$ cat config.mk
export PLATFORM = sky130hd
export DESIGN_NAME = c2r_div_cell
export DESIGN_NICKNAME = d
export VERILOG_FILES = /design/src/hw/rtl/c2r_pkg.sv /design/src/hw/rtl/c2r_div_cell.sv
export SDC_FILE = /design/constraint.sdc
export NUM_CORES = 1
export LEC_CHECK = 0
export CAP_MARGIN = 20
export CELL_PAD_IN_SITES_DETAIL_PLACEMENT = 1
export CELL_PAD_IN_SITES_GLOBAL_PLACEMENT = 1
export CORE_MARGIN = 5
export CORE_UTILIZATION = 49
export CTS_CLUSTER_SIZE = 28
export DETAILED_ROUTE_END_ITERATION = 16
export DONT_BUFFER_PORTS = 1
export PLACE_DENSITY_LB_ADDON = 0.1
export RECOVER_POWER = 25
export SLEW_MARGIN = 10
export SYNTH_ARGS = -nofsm -noshare
export SYNTH_HDL_FRONTEND = slang
export SYNTH_SLANG_ARGS = --single-unit
export TNS_END_PERCENT = 20
$ cat constraint.sdc
create_clock -name clk_i -period 3.8 [get_ports clk_i]
set_input_delay 0.57 -clock clk_i [delete_from_list [all_inputs] [get_ports clk_i]]
set_output_delay 0.57 -clock clk_i [all_outputs]
set_load 0.01 [all_outputs]
$ cat src/hw/rtl/c2r_pkg.sv
// ---------------------------------------------------------------------------
// Cartesian to radar measurement package
// Shared constants, angle table functions and cell data types.
// ---------------------------------------------------------------------------
package c2r_pkg;

  localparam int FRAC_BITS_DEF    = 16;
  localparam int CORDIC_STEPS_DEF = 24;
  localparam int MAX_STEPS        = 32;
  localparam int ANG_FRAC         = 60;
  localparam int NORM_TOP         = 40;
  localparam int NORM_W           = NORM_TOP + 1;
  localparam int NORM_STAGES      = 6;
  localparam int CW               = 46;
  localparam int ZW               = 64;
  localparam int LIMIT_W          = 17;
  localparam int SQRT_STEPS       = 32;
  localparam int DIV_STEPS        = 32;
  localparam int IN_W             = 128;
  localparam int OUT_W            = 88;
  localparam int BEAR_W           = 19;

  localparam logic [1:0] BASE_NONE = 2'd0;
  localparam logic [1:0] BASE_POS  = 2'd1;
  localparam logic [1:0] BASE_NEG  = 2'd2;

  // Restoring division, used only to build constants.
  function automatic logic [63:0] udiv64(input logic [63:0] a, input logic [63:0] b);
    logic [63:0] q;
    logic [64:0] r;
    q = '0;
    r = '0;
    for (int i = 63; i >= 0; i--) begin
      r = {r[63:0], a[i]};
      if (r >= {1'b0, b}) begin
        r = r - {1'b0, b};
        q[i] = 1'b1;
      end
    end
    return q;
  endfunction

  // atan(1/n) with ANG_FRAC fraction bits by its power series.
  function automatic logic [63:0] atan_recip(input logic [63:0] n);
    logic [63:0] p;
    logic [63:0] nn;
    logic [63:0] sum;
    logic [63:0] k;
    logic [63:0] t;
    p   = udiv64(64'd1 << ANG_FRAC, n);
    nn  = n * n;
    sum = '0;
    k   = '0;
    while (p != 64'd0) begin
      t = udiv64(p, (k << 1) + 64'd1);
      if (!k[0]) begin
        sum = sum + t;
      end else begin
        sum = sum - t;
      end
      p = udiv64(p, nn);
      k = k + 64'd1;
    end
    return sum;
  endfunction

  function automatic logic [63:0] atan_step(input int i);
    if (i == 0) begin
      return atan_recip(64'd2) + atan_recip(64'd3);
    end
    return atan_recip(64'd1 << i);
  endfunction

  localparam logic [63:0] QUARTER = atan_recip(64'd2) + atan_recip(64'd3);
  localparam logic [63:0] PI_ANG  = QUARTER << 2;

  typedef struct packed {
    logic [63:0] v;
    logic [34:0] rem;
    logic [31:0] root;
  } sqrt_t;

  typedef struct packed {
    logic [63:0] rem;
    logic [31:0] quo;
    logic [31:0] dvs;
    logic        neg;
    logic        nz;
    logic        sat;
  } div_t;

  typedef struct packed {
    logic [NORM_W-1:0] ax;
    logic [NORM_W-1:0] ay;
    logic              yneg;
    logic [1:0]        bsel;
    logic              zero;
  } norm_t;

  typedef struct packed {
    logic signed [CW-1:0] x;
    logic signed [CW-1:0] y;
    logic signed [ZW-1:0] z;
    logic [1:0]           bsel;
    logic                 zero;
  } cord_t;

endpackage

$ cat src/hw/rtl/c2r_div_cell.sv
// ---------------------------------------------------------------------------
// Division cell
// Resolves one quotient bit of the range rate per cycle while enabled.
// ---------------------------------------------------------------------------
module c2r_div_cell #(
  parameter int BIT = 0
) (
  input  logic           clk_i,
  input  logic           en_i,
  input  c2r_pkg::div_t  d_i,
  output c2r_pkg::div_t  q_o
);
  import c2r_pkg::*;

  div_t        cell_d;
  div_t        cell_q;
  logic [63:0] dsh;

  always_comb begin
    dsh    = 64'(d_i.dvs) << BIT;
    cell_d = d_i;
    if (d_i.rem >= dsh) begin
      cell_d.rem      = d_i.rem - dsh;
      cell_d.quo[BIT] = 1'b1;
    end
  end

  always_ff @(posedge clk_i) begin
    if (en_i) begin
      cell_q <= cell_d;
    end
  end

  assign q_o = cell_q;

endmodule

== Word level (Yosys, flattened, before mapping) ==
Index checks and enable logic that the tools add are counted.

* Word-level logic and storage cells: 10
* Register bits: 131

* Magnitude comparators: 1
* $add $sub $neg: 1
* Mux-type cells: 1

{| class="wikitable"
|+ Operators with widths
! kind !! count
|-
| $ge 64x32->1 || 1
|-
| $mux 64 || 1
|-
| $sub 64x32->64 || 1
|}

== Depth between registers and ports, before layout ==
* Word-level depth: 2
* Gate-level depth with buffers: 13
* Gate-level depth less buffers: 11

== Worst setup path after synthesis ==
No wires, ideal clock.

* Path type: in2reg
* Start point: input port d_i[67] (netlist bit)
* End point: register cell_q, in the netlist q_o[125] (data pin)
* Slack: 0.684 ns
* Path buffers: 1
* Stages: 12
* Arrival time: 2.852 ns
* Required time: 3.536 ns
* Cell sequence: inv_1 > ha_1 > fa_1 > nand2b_1 > a211oi_2 > o21a_1 > a221oi_2 > a21bo_1 > buf_6 > or3_1 > a211oi_2 > xor2_1

{| class="wikitable"
|+ RTL lines
! what !! RTL line !! RTL
|-
| start, declared || c2r_div_cell.sv:10 || <nowiki>input c2r_pkg::div_t d_i,</nowiki>
|-
| end signal, assigned || c2r_div_cell.sv:30 || <nowiki>cell_q <= cell_d;</nowiki>
|-
| end, declared || c2r_div_cell.sv:16 || <nowiki>div_t cell_q;</nowiki>
|}

==> impl_metrics.tcl <==
set metrics [dict create \
    post_cts_buffers 0 \
    tns_ns 0 \
    place_inst 856 \
    synth_top_cell_by_area "edfxtp_1" \
    drive_above_1_share_pct 11.00 \
    relSlewSlack_pct 52.95 \
    diodes 0 \
    setup_viol 0 \
    clock-sinks 131 \
    fmax_mhz 316.1 \
    nFillCells 1581 \
    ctsLongestPathBuffers 2 \
    worstPathMaxFanout 5 \
    synth_mux_area_share_pct 0.7519 \
    syn-num-nets 844 \
    synth_area_um2 7488 \
    ys_seq_area_share_pct 52.53 \
    synth_enable_flop_cells 131 \
    min_period_ns 3.163 \
    wl_per_cell_um 23.98 \
    critPathLaunchType "input pin" \
    cp_slowest_cell "a211oi_2" \
    ir_drop_mv 0.3012 \
    place.gp.congestion 0.8573 \
    largest_reg_flops 131 \
    antenna_found_initial 0 \
    top_level_ports 264 \
    grt_pass1_vias 5690 \
    multi_input_area_um2 3304 \
    cp.required_ns 3.98 \
    path_common_cell "a211oi_2" \
    cts_resized 0 \
    final-max-slew-violation-count 0 \
    htreeDepth 4 \
    drt-pass1-iter-count 5 \
    synthDistinctLibCells 73 \
    synth_compound_area_share_pct 13.37 \
    synth-xor-area-share_pct 7.251 \
    core_area_um2 15090 \
    cts_tree "built" \
    synth_area_leaders "edfxtp_1 (53%), ha_1 (5.3%), xor2_1 (4.2%)" \
    cp_top_family "compound AO/OA/AOI/OAI gates" \
    power_per_cell_area_nw_per_um2 486.3 \
    slowest_delay_ns 0.43 \
    place_hpwl_um 16670 \
    avgSynthCellArea_um2 11.04 \
    area_growth_pct 10.26 \
    synth_top_area_share_pct 52.53 \
    hold_viol 0 \
    initial_core_util_pct 49.63 \
    rsz0062_at_grt "no" \
    grt_overflow 0 \
    clockRootBuffer "clkbuf_16" \
    regArea_um2 3934 \
    drt_iter0_markers 388 \
    synthAdderAreaFrac_pct 5.614 \
    drv_cap 0 \
    criticalPathCategory "in2reg" \
    drt_wl_total_um 21300 \
    worst-slew-pin-transition_ns 0.6984 \
    leakage_uw 0.002952 \
    stdcell_count 888 \
    synth-seq-cells 131 \
    nets 853 \
    synth.most_common_cell "edfxtp_1" \
    die_w_um 133.6 \
    cp_num_buf_inv 1 \
    finalPower_uw 4015 \
    route.detailed.drc 0 \
    num_vias 5462 \
    holdWs_ns 0.2358 \
    die-area_um2 17850 \
    synthTopCellsByCount "edfxtp_1 (131), nand2_1 (78), o21ai_0 (53), nor2_1 (45), a21oi_1 (41)" \
    synth_ff_type "edfxtp_1" \
    grt_pass1_wl_um 32960 \
    period_share_pct 83.24 \
    cts_buffers 17 \
    cp_cell_sequence "inv_1 > ha_1 > fa_1 > nand2b_1 > a211oi_2 > o21a_1 > a221oi_2 > a221o_1 > a211oi_2 > nand4_1 > xnor2_1" \
    outcome "complete, no violations" \
    hold_path_class "in2reg" \
    utilization_pct 54.72 \
    synth_top_family_by_area "simple AND/OR/NAND/NOR gates" \
    grt_usage_pct 23.80 \
    synthCells 678 \
    arrival_ns 3.34 \
    port-buffer-count 0 \
    ant_nets 0 \
    vias_per_cell 6.151 \
    end_kind "flop" \
    ctsHoldBuffers 0 \
    yosysWarnings 0 \
    synth_async_sr_flop_share_pct 0 \
    clk_pin_slew_ns 0.07 \
    die_y_um 133.6 \
    rows 45 \
    grt_max_degree 132 \
    synthSimpleGateAreaFrac_pct 17.14 \
]
[power breakdown]
| part | switching [uW] | leakage, uW | internal, uW |
|---|---|---|---|
| clock network | 729 | 0.000278 | 878 |
| registers | 139 | 0.00128 | 1780 |
| logic | 301 | 0.00139 | 187 |
[routing by layer]
metal  global-route usage [%]  routed length, um  part of all wire, %
met5                        0                  0                    0
met4                    5.314                204                 0.96
met3                    8.006               1658                  7.8
met2                    40.15              10660                   50
met1                    29.83               8771                   41
[layout make-up]
class | count | share of cell area (%)
clock buffer | 17 | 5.152
multi-input combinational | 494 | 40.02
clock inverter | 15 | 1.909
sequential | 131 | 47.64
tap | 188 | 2.849
inverter | 36 | 1.637
timing repair buffer | 7 | 0.7880
[through the flow]
stage / cell area [um2] / setup WS [ns]
4_1_cts: 8257 / 0.6558
5_1_grt: 8257 / 0.4954
3_5_place_dp: 7674 / 0.2209
3_3_place_gp: 7674 / 0.3565
2_1_floorplan: 7488 / 0.6835
6_report: 8257 / 0.6367
[placed cells by master (no fill, tap or decap), types with 8 or more instances in the layout]
cell	synthesis	final
edfxtp_1	131	131
nand2_1	78	78
o21ai_0	53	53
nor2_1	45	45
a21oi_1	41	41
inv_1	36	36
xor2_1	36	36
ha_1	32	32
xnor2_1	26	26
nor3_1	21	21
clkbuf_16	0	17
nand3_1	14	14
nand2b_1	12	12
nor4_1	9	9
a21o_1	9	9
nand4_1	9	9
or3_1	8	8
[worst paths after layout]
check | startpoint | endpoint | slack (ns) | cells past startpoint
worst max-delay path | d_i[67] | q_o[117]$_DFFE_PP_ | 0.64 | 11
worst min-delay path | d_i[31] | q_o[31]$_DFFE_PP_ | 0.24 | 0
[logic make-up (layout without fill, tap and decap cells)]
kind of cell / count (synthesis) / in the layout
adders and majority gates: 33 / 33
buffers and inverters: 53 / 75
AOI/OAI and AO/OA: 154 / 154
muxes: 5 / 5
xor gates and xnor gates: 62 / 62
and+or+nand+nor: 240 / 240
DFF: 131 / 131
Note: power is estimated with default switching activity, not from simulation.
