**src/hw/rtl/c2r_pkg.sv**
```systemverilog
// ---------------------------------------------------------------------------
// Cartesian to radar measurement package
// Shared constants, angle table functions and cell data types.
// ---------------------------------------------------------------------------
package c2r_pkg;

  localparam int FRAC_BITS_DEF    = 16;
  localparam int CORDIC_STEPS_DEF = 24;
  localparam int MAX_STEPS        = 32;
  localparam int ANG_FRAC         = 60;
  localparam int NORM_TOP         = 40;
  localparam int NORM_W           = NORM_TOP + 1;
  localparam int NORM_STAGES      = 6;
  localparam int CW               = 46;
  localparam int ZW               = 64;
  localparam int LIMIT_W          = 17;
  localparam int SQRT_STEPS       = 32;
  localparam int DIV_STEPS        = 32;
  localparam int IN_W             = 128;
  localparam int OUT_W            = 88;
  localparam int BEAR_W           = 19;

  localparam logic [1:0] BASE_NONE = 2'd0;
  localparam logic [1:0] BASE_POS  = 2'd1;
  localparam logic [1:0] BASE_NEG  = 2'd2;

  // Restoring division, used only to build constants.
  function automatic logic [63:0] udiv64(input logic [63:0] a, input logic [63:0] b);
    logic [63:0] q;
    logic [64:0] r;
    q = '0;
    r = '0;
    for (int i = 63; i >= 0; i--) begin
      r = {r[63:0], a[i]};
      if (r >= {1'b0, b}) begin
        r = r - {1'b0, b};
        q[i] = 1'b1;
      end
    end
    return q;
  endfunction

  // atan(1/n) with ANG_FRAC fraction bits by its power series.
  function automatic logic [63:0] atan_recip(input logic [63:0] n);
    logic [63:0] p;
    logic [63:0] nn;
    logic [63:0] sum;
    logic [63:0] k;
    logic [63:0] t;
    p   = udiv64(64'd1 << ANG_FRAC, n);
    nn  = n * n;
    sum = '0;
    k   = '0;
    while (p != 64'd0) begin
      t = udiv64(p, (k << 1) + 64'd1);
      if (!k[0]) begin
        sum = sum + t;
      end else begin
        sum = sum - t;
      end
      p = udiv64(p, nn);
      k = k + 64'd1;
    end
    return sum;
  endfunction

  function automatic logic [63:0] atan_step(input int i);
    if (i == 0) begin
      return atan_recip(64'd2) + atan_recip(64'd3);
    end
    return atan_recip(64'd1 << i);
  endfunction

  localparam logic [63:0] QUARTER = atan_recip(64'd2) + atan_recip(64'd3);
  localparam logic [63:0] PI_ANG  = QUARTER << 2;

  typedef struct packed {
    logic [63:0] v;
    logic [34:0] rem;
    logic [31:0] root;
  } sqrt_t;

  typedef struct packed {
    logic [63:0] rem;
    logic [31:0] quo;
    logic [31:0] dvs;
    logic        neg;
    logic        nz;
    logic        sat;
  } div_t;

  typedef struct packed {
    logic [NORM_W-1:0] ax;
    logic [NORM_W-1:0] ay;
    logic              yneg;
    logic [1:0]        bsel;
    logic              zero;
  } norm_t;

  typedef struct packed {
    logic signed [CW-1:0] x;
    logic signed [CW-1:0] y;
    logic signed [ZW-1:0] z;
    logic [1:0]           bsel;
    logic                 zero;
  } cord_t;

endpackage

```
**src/hw/rtl/c2r_norm_cell.sv**
```systemverilog
// ---------------------------------------------------------------------------
// Normalization cell
// Shifts both magnitudes left by a fixed amount when the larger still fits.
// ---------------------------------------------------------------------------
module c2r_norm_cell #(
  parameter int SHIFT = 1
) (
  input  logic            clk_i,
  input  logic            en_i,
  input  c2r_pkg::norm_t  d_i,
  output c2r_pkg::norm_t  q_o
);
  import c2r_pkg::*;

  norm_t             cell_d;
  norm_t             cell_q;
  logic [NORM_W-1:0] mx;

  always_comb begin
    mx     = (d_i.ax > d_i.ay) ? d_i.ax : d_i.ay;
    cell_d = d_i;
    if ((mx >> (NORM_W - SHIFT)) == '0) begin
      cell_d.ax = d_i.ax << SHIFT;
      cell_d.ay = d_i.ay << SHIFT;
    end
  end

  always_ff @(posedge clk_i) begin
    if (en_i) begin
      cell_q <= cell_d;
    end
  end

  assign q_o = cell_q;

endmodule

```
**config.mk**
```make
export PLATFORM = sky130hd
export DESIGN_NAME = c2r_norm_cell
export DESIGN_NICKNAME = d
export VERILOG_FILES = /design/src/hw/rtl/c2r_pkg.sv /design/src/hw/rtl/c2r_norm_cell.sv
export SDC_FILE = /design/constraint.sdc
export NUM_CORES = 1
export LEC_CHECK = 0
export BUFFER_PORTS_ARGS = -buffer_cell sky130_fd_sc_hd__buf_4
export CAP_MARGIN = 25
export CELL_PAD_IN_SITES_DETAIL_PLACEMENT = 1
export CELL_PAD_IN_SITES_GLOBAL_PLACEMENT = 2
export CORE_UTILIZATION = 32
export DETAILED_ROUTE_END_ITERATION = 7
export PLACE_DENSITY_LB_ADDON = 0.2
export SYNTH_ARGS = -nofsm -noshare
export SYNTH_HDL_FRONTEND = slang
export SYNTH_SLANG_ARGS = --single-unit
```
**constraint.sdc**
```tcl
create_clock -name clk_i -period 3.8 [get_ports clk_i]
set_input_delay 0.57 -clock clk_i [delete_from_list [all_inputs] [get_ports clk_i]]
set_output_delay 0.57 -clock clk_i [all_outputs]
set_load 0.005 [all_outputs]
```
==> Word level (Yosys, flattened, before mapping) <==
Index checks and enable logic that the tools add are counted.
{ "word_totals": {"regBits": 86, "in_bits": 88, "output_inout_bits": 86, "word_cells": 11} }
{ "classes": {"n_lt_le_gt_ge": 1, "muxes": 2, "n_reduce_logical": 1} }
{ "ops": {"columns": ["cell", "count"], "rows": [
  ["82-bit 2-to-1 mux", 1],
  ["41-bit > comparator", 1],
  ["41-bit zero test", 1],
  ["41-bit 2-to-1 mux", 1]
]} }

==> Depth between registers and ports, before layout <==
{ "logic_depth": {"word_depth": 4, "mapped_depth": 11, "depth_no_buf": 9} }

==> Least setup slack after synthesis <==
OpenSTA, ideal clock, no wires.
{ "synth_timing": {"path_type": "input-to-reg", "from": "input d_i[12] (netlist bit)", "to": "register cell_q (netlist bit q_o[46]), data pin", "arrival_ns": 2.769, "t_required_ns": 3.538, "slack_ns": 0.769, "cell_stages": 11, "path_buffers": 2, "path_cell_list": "inv_1 > ha_1 > a2111oi_2 > o21ai_1 > a41oi_1 > o41ai_1 > a311o_2 > mux2i_1 > buf_4 > buf_6 > mux2_1"} }
{ "synth_rtl": {"columns": ["element", "line", "source"], "rows": [
  ["start, declared", "c2r_norm_cell.sv:10", "input c2r_pkg::norm_t d_i,"],
  ["end signal, assigned", "c2r_norm_cell.sv:30", "cell_q <= cell_d;"],
  ["end, declared", "c2r_norm_cell.sv:16", "norm_t cell_q;"]
]} }

==> out/summary.md <==
The flow ran to the end, and the final reports show no timing, DRC or antenna violations. The library cells used most frequently in the layout, excluding fill and tap cells, are buf_4, edfxtp_1, inv_1, mux2_1, ha_1. In this run the most critical hold path is launched from d_i[0].

The highest-delay cell along the critical path was a311o_2. The core outline area came out at 0.0139 mm². Setup violations remaining at the end of the flow were counted as 0. Average via count per standard cell: 4.64. At the pin with the least slew margin, the transition time is 0.599 ns.

The worst hold path belongs to the class input pin to register. In this run the worst path has a maximum fanout of 48. The synthesized netlist net count was 450; the synthesized area per cell was 14.1 µm². The via count of the first global-routing pass was 3,376. TritonCTS built the clock tree. For this run, the slowest stage of the critical path takes 0.46 ns. In this run, distinct cell masters in the synthesized netlist total 28. The overall global routing resource usage is 0.161. The worst setup path is captured at a register.

For the first-pass GRT wire length, the log shows 17,600 µm. The initial antenna violation count is 0. For hold timing, the worst endpoint is q_o[0]. The fraction of synthesized cell area taken by the top area cell type works out to 0.568. The cell chosen for the clock root was clkbuf_16. At the end of routability-driven placement, the weighted congestion stood at 0.690. The row count came out at 43.

The tightest hold path in the finished design has a slack of 0.398 ns. Ranked by total cell area, the synthesized netlist is headed by edfxtp_1, ha_1, mux2_1, mux2i_1, inv_1. The cell area that synthesis handed to floorplanning was 0.00455 mm².

Summed over all instances, the cell type with the most area after synthesis is edfxtp_1. The analysis attributes to cell leakage a power of 2.91 nW. From left edge to right edge, the die measures 121 µm. Yosys printed 0 warnings. The clock-pin slew on the worst setup and hold paths was 0.06 ns. The maximum number of pins on one net before global-route repair is 49, and the count of flip-flops with a built-in enable after synthesis is 86.

The highest clock frequency the design can meet is 0.300 GHz. Clock tree synthesis inserted a total of 9 buffers. Counting flops and latches in the post-synthesis netlist gives 86. The repair_antennas step left the layout with diodes totalling 0.

The library cell used most frequently in the layout, excluding fill and tap cells, is buf_4. The part of the cycle the worst path needs is 0.878. The register with the most flip-flops in the layout has 86 of them. The share of synthesized area occupied by flip-flops and latches came out at 0.568. The critical path goes through buf_4 -> inv_1 -> ha_1 -> a2111oi_2 -> o21ai_1 -> a41oi_1 -> o41ai_1 -> a311o_2 -> mux2i_4 -> buf_12 -> mux2_1.

The time the worst path needs with I/O delays and setup was 3.34 ns; the ratio of total power to cell area was 418 mW/mm². The max-slew headroom at the worst pin is 0.595. The starting density of the core is 0.328, and the largest voltage drop on the vdd net is 173 µV. The filler-free cell count of the finished design is 685. STA classifies the critical path startpoint as an input pin. During I/O placement, the number of pins put on the boundary was 174. Detailed placement ended at an HPWL of 8520 µm. Hold repair after CTS inserted 0 buffers. The run gives 2 as the deepest clock path buffer count. For this block, the routed nets add up to 11,200 µm of wire. Number of H-tree branching levels: 3.

The share of synthesized registers carrying an async set or reset is 0. The critical path is of the input pin to register type. Number of DRC markers in iteration 0: 126. For the area of the die, the log shows 0.0147 mm². The first detailed-routing pass ran for 4 iterations. The count of nets left with antenna violations once routing finished came out at 0. Adding up every negative setup slack in the final design gives 0 ns. The tools report the number of placed instances, taps included as 670. The average wire per standard cell is 16.4 µm. Setup repair after global routing left no endpoint under its margin. Buffers placed on the I/O ports in this run total 173. The proportion of layout cells with a drive suffix above 1 was 0.382; the aggregate global routing overflow was 0. The number of cells traversed by the worst hold path works out to 1.

The tools report the total number of vias as 3,181. From synthesis to final layout, the design area changed by 40.3%. For the count of endpoints failing hold in the final timing report, the log shows 0. The logs give 0 for the post-CTS setup repair buffer count and 3.90 ns for the data required time of the critical path. Synthesis produced 322 cells.

Summing internal, switching and leakage power gives 2.67 mW. The max-slew violation total from the final report was 0; the post-cts gate resize count was 0. For this run, design rule violations remaining after detail routing come to 0. STA puts the critical path data arrival time at 3.43 ns. The chip height was 121 µm; the max capacitance violation total was 0.

CTS saw 86 sinks. For this run, the post-layout net count is 629. The predominant post-synthesis flop cell was edfxtp_1.
cells by family (layout without fill, tap and decap cells):
family                   Yosys count  after routing  synth area share
buffers and inverters             52            235            0.0537
AO/OA/AOI/OAI                     38             38            0.0528
flip-flops                        86             86             0.568
adder cells (fa/ha/maj)           40             40             0.110
AND/OR/NAND/NOR                   27             27            0.0305
multiplexers                      79             79             0.185
final cells by class:
type | count | area [µm²]
Clock buffer | 11 | 233
Clock inverter | 4 | 72.6
Inverter | 43 | 161
Multi-Input combinational cell | 184 | 1730
Tap cell | 180 | 225
Sequential cell | 86 | 2580
Fill cell | 1464 | 7500
Timing Repair Buffer | 177 | 1370
critical path: cells and delay by family:
| family | cells | cell delay (ns) |
|---|---|---|
| buffers and inverters | 3 | 0.51 |
| AO/OA/AOI/OAI | 5 | 1.41 |
| multiplexers | 2 | 0.62 |
| adder cells (fa/ha/maj) | 1 | 0.26 |
per-layer routing:
metal | routed length [µm] | global-route usage
met1 | 4810 | 0.198
met2 | 5430 | 0.261
met4 | 200 | 0.0764
met3 | 772 | 0.0432
met5 | 0 | 0
report_power, final:
| group | total [mW] | internal, mW | switching [mW] |
|---|---|---|---|
| sequential | 1.20 | 1.17 | 0.0297 |
| combinational | 0.529 | 0.293 | 0.235 |
| clock | 0.939 | 0.572 | 0.367 |
| total | 2.67 | 2.03 | 0.632 |
stage by stage:
| step | setup slack [ns] | area (µm²) | util |
|---|---|---|---|
| global route | 0.292 | 6380 | 0.460 |
| CTS | 0.377 | 6380 | 0.460 |
| global placement | 0.105 | 6050 | 0.436 |
| floorplan | 0.769 | 4550 | - |
| finish | 0.465 | 6380 | 0.460 |
| detailed placement | 0.0126 | 6080 | 0.438 |
worst max-delay path by stage:
stage | startpoint | to | slack, ns | cells after the start
floorplan | d_i[12] | q_o[46] | 0.77 | 11
global placement | d_i[6] | q_o[64] | 0.11 | 11
detailed placement | d_i[6] | q_o[64] | 0.01 | 11
CTS | d_i[6] | q_o[64] | 0.38 | 11
global route | d_i[12] | q_o[61] | 0.29 | 11
finish | d_i[12] | q_o[70] | 0.46 | 11
synthesized netlist by cell type (all sizes together) (2+ instances only):
library cell and instances:
buf 9, inv 43, nor4 2, a21oi 16
mux2i 39, mux2 40, a21o 4, nor2b 3
a211oi 2, o21ai 8, ha 40, nand4 7
nand3 3, edfxtp 86, nand2 9
Power figures use the tool's default switching activity.
