File: config.mk
export PLATFORM = sky130hd
export DESIGN_NAME = c2r_sqrt_cell
export DESIGN_NICKNAME = d
export VERILOG_FILES = /design/src/hw/rtl/c2r_pkg.sv /design/src/hw/rtl/c2r_sqrt_cell.sv
export SDC_FILE = /design/constraint.sdc
export NUM_CORES = 1
export LEC_CHECK = 0
export ABC_AREA = 0
export BUFFER_PORTS_ARGS = -buffer_cell sky130_fd_sc_hd__clkbuf_2
export CAP_MARGIN = 20
export CORE_ASPECT_RATIO = 1.1
export CORE_UTILIZATION = 23
export CTS_BUF_LIST = sky130_fd_sc_hd__clkbuf_4 sky130_fd_sc_hd__clkbuf_8
export CTS_CLUSTER_DIAMETER = 100
export DETAILED_ROUTE_END_ITERATION = 6
export GPL_TIMING_DRIVEN = 0
export PLACE_DENSITY = 0.46
export SKIP_CTS_REPAIR_TIMING = 1
export SYNTH_ARGS = -nofsm -noshare
export SYNTH_HDL_FRONTEND = slang
export SYNTH_SLANG_ARGS = --single-unit
File: constraint.sdc
create_clock -name clk_i -period 3.8 [get_ports clk_i]
set_input_delay 0.76 -clock clk_i [delete_from_list [all_inputs] [get_ports clk_i]]
set_output_delay 0.76 -clock clk_i [all_outputs]
set_load 0.1 [all_outputs]
File: src/hw/rtl/c2r_pkg.sv
// ---------------------------------------------------------------------------
// Cartesian to radar measurement package
// Shared constants, angle table functions and cell data types.
// ---------------------------------------------------------------------------
package c2r_pkg;

  localparam int FRAC_BITS_DEF    = 16;
  localparam int CORDIC_STEPS_DEF = 24;
  localparam int MAX_STEPS        = 32;
  localparam int ANG_FRAC         = 60;
  localparam int NORM_TOP         = 40;
  localparam int NORM_W           = NORM_TOP + 1;
  localparam int NORM_STAGES      = 6;
  localparam int CW               = 46;
  localparam int ZW               = 64;
  localparam int LIMIT_W          = 17;
  localparam int SQRT_STEPS       = 32;
  localparam int DIV_STEPS        = 32;
  localparam int IN_W             = 128;
  localparam int OUT_W            = 88;
  localparam int BEAR_W           = 19;

  localparam logic [1:0] BASE_NONE = 2'd0;
  localparam logic [1:0] BASE_POS  = 2'd1;
  localparam logic [1:0] BASE_NEG  = 2'd2;

  // Restoring division, used only to build constants.
  function automatic logic [63:0] udiv64(input logic [63:0] a, input logic [63:0] b);
    logic [63:0] q;
    logic [64:0] r;
    q = '0;
    r = '0;
    for (int i = 63; i >= 0; i--) begin
      r = {r[63:0], a[i]};
      if (r >= {1'b0, b}) begin
        r = r - {1'b0, b};
        q[i] = 1'b1;
      end
    end
    return q;
  endfunction

  // atan(1/n) with ANG_FRAC fraction bits by its power series.
  function automatic logic [63:0] atan_recip(input logic [63:0] n);
    logic [63:0] p;
    logic [63:0] nn;
    logic [63:0] sum;
    logic [63:0] k;
    logic [63:0] t;
    p   = udiv64(64'd1 << ANG_FRAC, n);
    nn  = n * n;
    sum = '0;
    k   = '0;
    while (p != 64'd0) begin
      t = udiv64(p, (k << 1) + 64'd1);
      if (!k[0]) begin
        sum = sum + t;
      end else begin
        sum = sum - t;
      end
      p = udiv64(p, nn);
      k = k + 64'd1;
    end
    return sum;
  endfunction

  function automatic logic [63:0] atan_step(input int i);
    if (i == 0) begin
      return atan_recip(64'd2) + atan_recip(64'd3);
    end
    return atan_recip(64'd1 << i);
  endfunction

  localparam logic [63:0] QUARTER = atan_recip(64'd2) + atan_recip(64'd3);
  localparam logic [63:0] PI_ANG  = QUARTER << 2;

  typedef struct packed {
    logic [63:0] v;
    logic [34:0] rem;
    logic [31:0] root;
  } sqrt_t;

  typedef struct packed {
    logic [63:0] rem;
    logic [31:0] quo;
    logic [31:0] dvs;
    logic        neg;
    logic        nz;
    logic        sat;
  } div_t;

  typedef struct packed {
    logic [NORM_W-1:0] ax;
    logic [NORM_W-1:0] ay;
    logic              yneg;
    logic [1:0]        bsel;
    logic              zero;
  } norm_t;

  typedef struct packed {
    logic signed [CW-1:0] x;
    logic signed [CW-1:0] y;
    logic signed [ZW-1:0] z;
    logic [1:0]           bsel;
    logic                 zero;
  } cord_t;

endpackage

File: src/hw/rtl/c2r_sqrt_cell.sv
// ---------------------------------------------------------------------------
// Square root cell
// Resolves one root bit per cycle from two radicand bits, while enabled.
// ---------------------------------------------------------------------------
module c2r_sqrt_cell (
  input  logic            clk_i,
  input  logic            en_i,
  input  c2r_pkg::sqrt_t  d_i,
  output c2r_pkg::sqrt_t  q_o
);
  import c2r_pkg::*;

  sqrt_t       cell_d;
  sqrt_t       cell_q;
  logic [34:0] rem_sh;
  logic [34:0] trial;

  always_comb begin
    rem_sh   = {d_i.rem[32:0], d_i.v[63:62]};
    trial    = {1'b0, d_i.root, 2'b01};
    cell_d.v = {d_i.v[61:0], 2'b00};
    if (rem_sh >= trial) begin
      cell_d.rem  = rem_sh - trial;
      cell_d.root = {d_i.root[30:0], 1'b1};
    end else begin
      cell_d.rem  = rem_sh;
      cell_d.root = {d_i.root[30:0], 1'b0};
    end
  end

  always_ff @(posedge clk_i) begin
    if (en_i) begin
      cell_q <= cell_d;
    end
  end

  assign q_o = cell_q;

endmodule

Word-level counts from Yosys, hierarchy flattened
Index checks and enable logic that the tools add are counted.
Word-level totals
  output and inout bits: 131
  bits in registers: 129
Cells by class
  muxes and demuxes: 1
  magnitude comparators: 1
  add/subtract/negate cells: 1
Operator list (number)
  $mux W67: 1
  $ge A35 B34 Y1: 1
  $sub A35 B34 Y35: 1

Longest topological paths before layout
  word-level depth: 2
  mapped depth: 13
  depth with buffers taken out: 10

Worst setup path before layout
Ideal clock, no wire load.
  path type: in2reg
  start: in d_i[5] (netlist bit)
  end: reg cell_q, in the netlist q_o[60], data pin
  stages: 10
  slack: 0.725 ns
  library setup time: 0.260 ns
  path buffers: 0
  data arrival time: 2.815 ns
  cell sequence: inv_1 -> ha_1 -> a211oi_1 -> o21bai_1 -> nor4_2 -> o21ai_2 -> a211oi_1 -> o221ai_1 -> xnor2_1 -> mux2_2
RTL lines
  from (decl): line c2r_sqrt_cell.sv:8  | input c2r_pkg::sqrt_t d_i,
  to (signal assigned): line c2r_sqrt_cell.sv:33  | cell_q <= cell_d;
  to (decl): line c2r_sqrt_cell.sv:14  | sqrt_t cell_q;

==> out/qor.log <==
qor: synthesis.synth_area 0.006326 mm2
qor: power_and_ir_drop.static-leakage-power 3.751 nW
qor: global_routing.global_route.overflow_total 0
qor: setup_path.worst_setup_path_start_kind input pin
qor: hold_path.worstHoldEndpoint q_o[18]
qor: global_routing.maximum_number_of_pins_on_one_net_before_global_route_repair 77
qor: sta.slew_worst_pin 640.0 ps
qor: sta.whs 485.7 ps
qor: power_and_ir_drop.seq_power_share 36.7%
qor: run_status.run_status completed
qor: layout.layout.area.seq 0.003874 mm2
qor: floorplan.floorplan.die.height 175.9 um
qor: cts.clk_transition_reported_paths 100 ps
qor: setup_path.worst_ep_arrival_time 3430 ps
qor: setup_path.crit_path_end_kind register
qor: setup_path.cp_max_fo 6
qor: layout.footprint_of_the_multi_input_gates 0.002195 mm2
qor: cts.clock-root-buffer sky130_fd_sc_hd__clkbuf_8
qor: synthesis.synth_top_cells_by_count 129 x sky130_fd_sc_hd__edfxtp_1, 46 x sky130_fd_sc_hd__a21oi_1, 46 x sky130_fd_sc_hd__inv_1
qor: synthesis.postSynth.asyncResetShare 0%
qor: global_routing.antenna_violations_before_repair 0
qor: global_routing.grt_pass1_vias 4768
qor: sta.fin_crit_sh 84.95%
qor: floorplan.die_width 160.1 um
qor: cts.h-tree-depth 4
qor: power_and_ir_drop.cellInternalPower 2.745 mW
qor: setup_path.worst-setup-path-type in2reg
qor: sta.slew_hr 57.52%
qor: power_and_ir_drop.ir_drop_worst_vdd 0.0002555 V
qor: power_and_ir_drop.power_switching_share 43.29%
qor: drt.dr_wl_met3 1236 um
qor: cts.clock_tree_from_tritoncts yes
qor: sta.setup-tns-final 0 ps
qor: sta.unrepaired_setup_endpoints_after_global_routing false
qor: layout.area_growth 34.85%
qor: power_and_ir_drop.switchingPower 2.095 mW
qor: synthesis.ys_top_cells_by_area sky130_fd_sc_hd__edfxtp_1 61%, sky130_fd_sc_hd__ha_1 6.7%, sky130_fd_sc_hd__a21oi_1 3.6%
qor: drt.drc_errors 0
qor: synthesis.synth_area_per_cell 12.68 um2
qor: global_routing.grt_util_all_layers 13.41%
qor: hold_path.hold_path_depth 1
qor: synthesis.synth-edff-count 129
qor: sta.period_minus_slack 3228 ps
qor: layout.num-fill-cells 2843
qor: synthesis.synthesis_warning_total 0
qor: place.gp_congestion 0.7754
qor: synthesis.synth_ff_type sky130_fd_sc_hd__edfxtp_1
qor: drt.postRouteWirelength 18940 um
qor: floorplan.die_area 0.02817 mm2
qor: power_and_ir_drop.clock_power_share 26.8%
qor: drt.count_of_vias_placed_by_the_detailed_router 4924
qor: layout.nets 946
qor: drt.antenna_left 0
qor: sta.timing.final.hold_violations 0
qor: drt.via_per_inst 4.285
qor: hold_path.min-delay-start d_i[17]
qor: synthesis.synthMostInstantiatedCell sky130_fd_sc_hd__edfxtp_1
qor: hold_path.hold_class in2reg
qor: synthesis.postSynthRegisterBits 129
qor: place.detailed_place_hpwl 14570 um
qor: synthesis.synth_area_leader_cell sky130_fd_sc_hd__edfxtp_1
qor: synthesis.postSynthCellCount 499
qor: power_and_ir_drop.power-per-cell-area 567.3 mW/mm2
qor: setup_path.cp.required 4000 ps
qor: drt.wl_per_cell 16.48 um
qor: power_and_ir_drop.share_comb_of_total_power 36.4%
qor: drt.wl_met1 8286 um
qor: sta.max_clock_freq 309.8 MHz
qor: sta.slew_violations 0
qor: synthesis.seq_area_frac_synth 61.23%
qor: floorplan.start_util 23.47%
qor: place.numPortBuffers 259
qor: floorplan.core_ar 0.02696 mm2
qor: layout.largest_reg_flops 129
qor: sta.setup_viol 0
qor: floorplan.row_count 63
qor: drt.met2WireLength 9228 um
qor: synthesis.netlist-cell-type-count 60
qor: layout.share_of_final_layout_standard_cells_stronger_than_drive_strength_1 41.16%
qor: cts.tritoncts_num_sinks 129
qor: synthesis.yosysTopAreaCellShare 61.23%
qor: cts.cts.path.max_buffers 2
qor: global_routing.global_route_wire_length_before_repair 27920 um
qor: drt.top_signal_layer_used met4
qor: run.cap_violations 0
qor: drt.drt_pass1_iterations 4
qor: drt.detailedRoute.firstIterationViolations 289
qor: cts.numCtsBuffers 17
qor: layout.antenna_cells 0
qor: floorplan.design.portCount 264
cell usage in the layout, fill, tap and decap left out, types with 4 or more instances in the layout:
master,Yosys,layout
sky130_fd_sc_hd__inv_1,46,46
sky130_fd_sc_hd__buf_4,5,5
sky130_fd_sc_hd__mux2_1,4,4
sky130_fd_sc_hd__edfxtp_1,129,129
sky130_fd_sc_hd__clkbuf_2,1,259
sky130_fd_sc_hd__xor2_1,10,10
sky130_fd_sc_hd__a21o_1,8,8
sky130_fd_sc_hd__nand4_1,9,9
sky130_fd_sc_hd__and3_1,5,5
sky130_fd_sc_hd__mux2_2,6,6
sky130_fd_sc_hd__nor3_1,10,10
sky130_fd_sc_hd__o21ai_0,20,20
sky130_fd_sc_hd__clkinv_4,0,4
sky130_fd_sc_hd__nand2_1,20,20
sky130_fd_sc_hd__buf_2,4,4
sky130_fd_sc_hd__clkbuf_8,0,18
sky130_fd_sc_hd__xnor2_1,21,21
sky130_fd_sc_hd__or3_1,4,4
sky130_fd_sc_hd__o211ai_1,5,5
sky130_fd_sc_hd__a21oi_2,4,4
sky130_fd_sc_hd__ha_1,34,34
sky130_fd_sc_hd__nor2_1,45,45
sky130_fd_sc_hd__nor2b_1,4,4
sky130_fd_sc_hd__a21oi_1,46,46
layout make-up:
class | instances | area share, %
clock inverters | 14 | 2.112
multi-input cells | 312 | 25.73
inverters | 46 | 2.024
flip-flops and latches | 129 | 45.41
repair buffers | 260 | 15.62
plain buffers | 13 | 1.041
well taps | 357 | 5.236
clock buffers | 18 | 2.831
critical path, cell delays in order:
cell	delay [ps]
sky130_fd_sc_hd__clkbuf_2	80
sky130_fd_sc_hd__inv_1	40
sky130_fd_sc_hd__ha_1	370
sky130_fd_sc_hd__a211oi_1	270
sky130_fd_sc_hd__o21bai_1	190
sky130_fd_sc_hd__nor4_2	360
sky130_fd_sc_hd__o21ai_2	180
sky130_fd_sc_hd__a211oi_1	510
sky130_fd_sc_hd__o221ai_1	240
sky130_fd_sc_hd__xnor2_1	160
sky130_fd_sc_hd__mux2_2	260
power groups by stage:
stage	clock network, mW	registers [mW]	logic (mW)
global placement	0	1.82	1.77
finish	1.30	1.78	1.76
global route	1.42	1.79	1.85
CTS	1.36	1.78	1.78
detailed placement	0	1.81	1.77
floorplan	0	2.84	0.383
per-stage QoR:
stage	total power [mW]	utilization [%]	area, um2	worst slack (ps)	instances
6_report	4.839	31.64	8531	571.8	1149
5_1_grt	5.057	31.64	8531	407.7	1149
4_1_cts	4.923	31.64	8531	478.4	1149
3_5_place_dp	3.584	30.08	8109	-19.92	1117
3_3_place_gp	3.585	29.95	8073	-21.32	1116
2_1_floorplan	3.226	-	6330	724.9	500
per-layer routing:
layer | up-vias | global-route usage, %
met3 | 11 | 3.688
met4 | 0 | 4.167
met2 | 193 | 22.77
met5 | - | 0
met1 | 2306 | 16.49
li1 | 2414 | -
cells by family (layout without fill, tap and decap cells):
logic type / Yosys count / count (layout) / synth area share, %
AOI/OAI and AO/OA: 121 / 121 / 12.78
xor gates and xnor gates: 31 / 31 / 4.292
adders and majority gates: 34 / 34 / 6.725
buffers and inverters: 59 / 351 / 4.134
DFF: 129 / 129 / 61.23
muxes: 14 / 14 / 2.492
other: 1 / 2 / 0.05928
and+or+nand+nor: 110 / 110 / 8.287
worst max-delay path by stage:
stage | to | slack, ps | from
6_report | q_o[60] | 570 | d_i[5]
5_1_grt | q_o[64] | 410 | d_i[15]
4_1_cts | q_o[64] | 480 | d_i[13]
3_5_place_dp | q_o[64] | -20 | d_i[13]
3_3_place_gp | q_o[64] | -20 | d_i[13]
2_1_floorplan | q_o[60] | 720 | d_i[5]
(Power assumes the default switching activity.)
